<file path="config.mk">
export PLATFORM = sky130hd
export DESIGN_NAME = mts_chain
export DESIGN_NICKNAME = d
export VERILOG_FILES = /design/src/rtl/assert_macros.svh /design/src/rtl/mts_pkg.sv /design/src/rtl/mts_cell.sv /design/src/rtl/mts_chain.sv
export SDC_FILE = /design/constraint.sdc
export NUM_CORES = 2
export LEC_CHECK = 0
export BUFFER_PORTS_ARGS = -buffer_cell sky130_fd_sc_hd__clkbuf_2
export CORE_ASPECT_RATIO = 0.75
export CORE_MARGIN = 1
export CORE_UTILIZATION = 25
export CTS_BUF_LIST = sky130_fd_sc_hd__clkbuf_4 sky130_fd_sc_hd__clkbuf_8
export DETAILED_ROUTE_END_ITERATION = 8
export GPL_TIMING_DRIVEN = 0
export PLACE_DENSITY = 0.37
export SLEW_MARGIN = 20
export SYNTH_ARGS = -nofsm -noshare
export SYNTH_HDL_FRONTEND = slang
export SYNTH_HIERARCHICAL = 1
export SYNTH_SLANG_ARGS = --single-unit
</file>
<file path="constraint.sdc">
create_clock -name clk -period 4.98 [get_ports clk]
set_clock_uncertainty 0.15 [all_clocks]
set_input_delay 0.996 -clock clk [delete_from_list [all_inputs] [get_ports clk]]
set_output_delay 0.996 -clock clk [all_outputs]
set_load 0.02 [all_outputs]
</file>
<file path="src/rtl/assert_macros.svh">
// Assertion macros shared by the min tracking stack RTL.
// Expects clk and rst_n in the scope of each use.
`ifndef ASSERT_MACROS_SVH
`define ASSERT_MACROS_SVH

// Check a property on every clock edge outside reset.
`define MTS_ASSERT(lbl, prop, msg) \
  lbl: assert property (@(posedge clk) disable iff (!rst_n) (prop)) else $error(msg);

// Check an implication whose consequent falls in the cycle after the antecedent.
`define MTS_ASSERT_NEXT(lbl, ante, cons, msg) \
  lbl: assert property (@(posedge clk) disable iff (!rst_n) (ante) |=> (cons)) \
    else $error(msg);

`endif

</file>
<file path="src/rtl/mts_pkg.sv">
// Shared types and constants for the min tracking stack.
// No dependencies.
package mts_pkg;

  localparam int DATA_W        = 32;
  localparam int DEFAULT_DEPTH = 64;
  localparam int COUNT_OUT_W   = 7;
  localparam int STATUS_W      = 2;

  localparam logic REQ_PUSH = 1'b0;
  localparam logic REQ_POP  = 1'b1;

  localparam logic [STATUS_W-1:0] ST_OK        = 2'd0;
  localparam logic [STATUS_W-1:0] ST_POP_EMPTY = 2'd1;
  localparam logic [STATUS_W-1:0] ST_PUSH_FULL = 2'd2;

  typedef struct packed {
    logic push;
    logic pop;
  } shift_ctl_t;

endpackage

</file>
<file path="src/rtl/mts_cell.sv">
// One stack entry: loads from the entry above on push, from below on pop.
// Depends on mts_pkg.
module mts_cell #(
  parameter int W = mts_pkg::DATA_W
) (
  input  logic               clk,
  input  mts_pkg::shift_ctl_t ctl,
  input  logic [W-1:0]       above_data,
  input  logic [W-1:0]       below_data,
  output logic [W-1:0]       data
);

  logic [W-1:0] data_r;

  always_ff @(posedge clk) begin
    if (ctl.push) begin
      data_r <= above_data;
    end else if (ctl.pop) begin
      data_r <= below_data;
    end
  end

  assign data = data_r;

endmodule

</file>
<file path="src/rtl/mts_chain.sv">
// Row of mts_cell entries forming a shifting stack, top at cell 0.
// Depends on mts_pkg and mts_cell.
module mts_chain #(
  parameter int DEPTH = mts_pkg::DEFAULT_DEPTH,
  parameter int W     = mts_pkg::DATA_W
) (
  input  logic                clk,
  input  mts_pkg::shift_ctl_t ctl,
  input  logic [W-1:0]        push_data,
  output logic [W-1:0]        top_data,
  output logic [W-1:0]        second_data
);

  logic [W-1:0] cell_q [DEPTH];

  for (genvar i = 0; i < DEPTH; i++) begin : g_cell
    logic [W-1:0] above;
    logic [W-1:0] below;
    if (i == 0) begin : g_first
      assign above = push_data;
    end else begin : g_mid_above
      assign above = cell_q[i-1];
    end
    if (i == DEPTH - 1) begin : g_last
      assign below = '0;
    end else begin : g_mid_below
      assign below = cell_q[i+1];
    end
    mts_cell #(.W(W)) u_cell (
      .clk        (clk),
      .ctl        (ctl),
      .above_data (above),
      .below_data (below),
      .data       (cell_q[i])
    );
  end

  assign top_data    = cell_q[0];
  assign second_data = cell_q[1];

endmodule

</file>
**Word level (Yosys, flattened, before mapping)**

Index checks and enable logic that the tools add are counted.

- Bits in registers: 2048
- Output and inout bits: 64
- Word-level logic and storage cells: 193

- Muxes and demuxes: 128
- Reduce and logical (&&, ||, !) cells: 1

Operators by type and width:

| cell | number |
|---|---|
| $mux 32 | 128 |
| $reduce_bool 2->1 | 1 |

**Longest topological paths before layout**

- Word-level depth: 2
- Gate-level depth with buffers: 3
- Mapped depth without buffers: 1

**Cells and area by module**

The synthesis kept the hierarchy.

By module, submodules not included:

| module | times used | cells each | area each (µm²) | seq. area each (µm²) |
|---|---|---|---|---|
| mts_cell | 64 | 69 | 1507.7 | 960.9 |
| mts_chain | 1 | 1 | 3.8 | 0.0 |

**Least setup slack after synthesis**

OpenSTA, ideal clock, no wires.

- Path kind: input port to flip-flop
- Start: in ctl[1] (netlist bit)
- End: reg g_cell[0].u_cell.data_r[0] (enable)
- Arrival time: 2.018 ns
- Setup slack: 2.421 ns
- Stages: 3
- Path buffers: 2
- Cells stage by stage: buf_6 > buf_12 > or2_1

- Word-level cells in the longest chain between the ends: 1

Ends and longest elaborated chain:

| item | line | text |
|---|---|---|
| from (decl) | mts_chain.sv:8 | `input mts_pkg::shift_ctl_t ctl,` |
| $reduce_bool 2->1 (no source line) | - |  |
| to (signal assigned) | mts_cell.sv:17 | `data_r <= above_data;` |
| to (signal assigned) | mts_cell.sv:19 | `data_r <= below_data;` |
| to (decl) | mts_cell.sv:13 | `logic [W-1:0] data_r;` |

No other way between the ends.
A chain may end at the register's enable or synchronous reset.

**Final worst setup path**

- Start: reg g_cell[0].u_cell.data_r[6]
- End: out top_data[6]

RTL lines:

| item | line | text |
|---|---|---|
| to (decl) | mts_chain.sv:10 | `output logic [W-1:0] top_data,` |

No word-level cell between the ends.

==> reports/results.tsv <==
stage	metric	value	unit
layout	fin nets	5048	
pwr	Internal Power	36.6	mW
die	Die Area	388000	um^2
cts	H-tree levels	5	
die	core area	384000	um^2
critical_path	Critical Path, Cell by Cell	clkbuf_2	
detailed_routing	Routed WL	210000	um
synth	Synth area leaders	edfxtp_1 (64%), mux2_4 (29%), buf_12 (4.0%), mux2_2 (2.2%), buf_6 (0.75%)	
synth	top cell type's share of synthesized area	63.7	%
pwr	power share of the combinational group	13.7	%
critical_path	Crit path arrival time	1.76	ns
critical_path	slowest CP cell	edfxtp_1	
pwr	Final Total Pwr	48.4	mW
cts	clk buf depth	4	
layout	register area	61500	um^2
cts	CTS Buf Count	383	
pwr	sequential fraction of design power	53.4	%
synth	flops & latches, synth	2048	
die	FP Rows	197	
sta	Min Hold Slack	0.249	ns
cts	CTS Hold Bufs	32	
critical_path	crit path kind	flop to output port	
pwr	switching share of power	24.3	%
critical_path	worst-path maximum fanout	2	
critical_path	crit path capture type	output port	
run	maxcap violations	0	
die	Die X	719	um
die	initial core utilization	25.1	%
pwr	Power Density	432	nW/um^2
critical_path	CP required	3.83	ns
layout	area of the multi-input gates	30500	um^2
detailed_routing	vias after detailed routing	40300	
detailed_routing	Final ANT Viol Nets	0	
synth	post-synth top area cell	edfxtp_1	
placed_design	gpl congestion	0.689	
sta	Relative slew margins	44.8	%
synth	Cell Area, Synth	96500	um^2
global_route	largest net degree at the start of global routing	65	
sta	final hold vios	0	
synth	yosys warns	6	
die	Ports	99	
global_route	first-pass GRT wire length	310000	um
layout	Finished Layout Cells	10400	
sta	final setup vio count	0	
synth	syn_area_per_cell	21.8	um^2
detailed_routing	DRC	0	
global_route	antenna violations before repair	2	
detailed_routing	First DRT Iteration DRCs	2426	
layout	share of cells above drive strength 1	58.5	%
sta	Final period util	58.3	%
outcome	status	finished clean	
worst_hold_path	Min-Delay Path Class	primary input to flop	
global_route	Remaining Overflow, GRT	0	
critical_path	crit path buf inv count	1	
critical_path	CP max stage delay	0.51	ns
die	die height	540	um
pwr	switching power total	11.8	mW
detailed_routing	vias per cell	3.88	
critical_path	Startpoint Class	flop	
detailed_routing	WL per Instance	20.2	um
placed_design	Detailed Place HPWL	153000	um
placed_design	Cells after DPL	9670	
pwr	Clock Power Share	32.8	%
cts	CTS tree	built	
pwr	worst vdd ir	0.173	mV
cts	clock-pin slew on the worst setup and hold paths	0.06	ns
sta	maximum operating frequency	345	MHz
cts	Post-CTS Resized	0	
layout	fill count	37700	
cts	clock sink count	2048	
cts	Post CTS Setup Buffer Count	0	
synth	sequential share of the synthesized area	63.7	%
cts	Worst-Skew Late Latency	1.05	ns
layout	Largest register FFs	2048	
sta	Slew @ Worst Pin	0.828	ns
sta	post-route setup TNS	0	ns
synth	Post-Synthesis Cells	4417	
global_route	vias in the first global route	42800	
synth	synth unique cells	7	
critical_path	Crit path max-delay family	flip-flops	
pwr	Leak Pwr	44.3	nW
sta	Tmin final	2.90	ns
placed_design	Port Buffers	97	
sta	Final Slew Violations	0	
sta	unrepaired setup endpoints after global routing	false	
cts	clk root buf	clkbuf_8	
layout	P&R area growth vs syn	16.1	%
global_route	Total GRT Usage	10.6	%
detailed_routing	Pre-antenna DRT Iters	5	
## cell type report
cell class / count / share of cell area (%)
Tap cell: 5074 / 5.67
Clock buffer: 546 / 5.83
Timing Repair Buffer: 180 / 1.63
Clock inverter: 125 / 0.620
Sequential cell: 2048 / 54.9
Buffer: 256 / 4.07
Antenna cell: 1 / 0.00223
Multi-Input combinational cell: 2144 / 27.3
## cells in the mapped netlist (all sizes together)
cell and number:
edfxtp 2048, buf 256, mux2 2048, or2 64, conb 1
## stage by stage
stage / setup WS (ns) / util (%) / instance area (um^2)
after floorplan: 2.42 / - / 96600
after global placement: 0.728 / 26.9 / 103000
after detailed placement: 2.18 / 27.2 / 104000
after CTS: 1.91 / 29.2 / 112000
after global routing: 1.96 / 29.2 / 112000
final: 2.08 / 29.2 / 112000
## kinds of logic (layout without fill, tap and decap cells)
group	count (synthesis)	in the layout	share of synthesized area, %
buf+inv	256	1107	4.73
flops	2048	2048	63.7
other cells	1	33	0.00389
simple gates	64	64	0.415
mux	2048	2048	31.1
## metal layers
metal | track usage, % | part of all wire [%] | up-vias
li1 | - | - | 18700
met2 | 12.7 | 35 | 718
met3 | 1.70 | 3.8 | 399
met4 | 3.26 | 2.6 | 0
met5 | 0 | 0 | -
met1 | 18.1 | 58 | 20500
## power groups by stage
| stage | clock network, mW | registers (mW) | logic, mW |
|---|---|---|---|
| floorplan | 0 | 24.6 | 5.79 |
| global placement | 0 | 26.3 | 6.39 |
| detailed placement | 0 | 26.3 | 6.64 |
| CTS | 16.8 | 26.0 | 6.69 |
| global route | 17.4 | 26.3 | 7.10 |
| finish | 15.9 | 25.8 | 6.64 |
## cells in the final DEF (no fill, tap or decap)
master / synthesis / layout
conb_1: 1 / 32
or2_2: 0 / 64
inv_6: 0 / 8
edfxtp_1: 2048 / 2048
diode_2: 0 / 1
clkinv_1: 0 / 86
clkbuf_8: 0 / 389
clkinvlp_4: 0 / 6
buf_12: 192 / 243
mux2_2: 192 / 192
mux2_4: 1856 / 1856
clkbuf_2: 0 / 96
dlygate4sd3_1: 0 / 32
buf_6: 64 / 64
clkinv_2: 0 / 16
bufinv_16: 0 / 4
inv_8: 0 / 5
clkbuf_4: 0 / 158
## worst paths after layout
| kind | from | to | slack [ns] | cells after the start |
|---|---|---|---|---|
| worst min-delay path | ctl[1] | g_cell[63].u_cell/data[31] | 0.25 | 2 |
| worst max-delay path | g_cell[0].u_cell/data[6] | top_data[6] | 2.08 | 1 |
| worst max register to register | g_cell[7].u_cell/data[16] | g_cell[8].u_cell/data[16] | 3.72 | 1 |
| worst min register to register | g_cell[63].u_cell/data[18] | g_cell[62].u_cell/data[18] | 0.39 | 1 |
(Power assumes the default switching activity.)
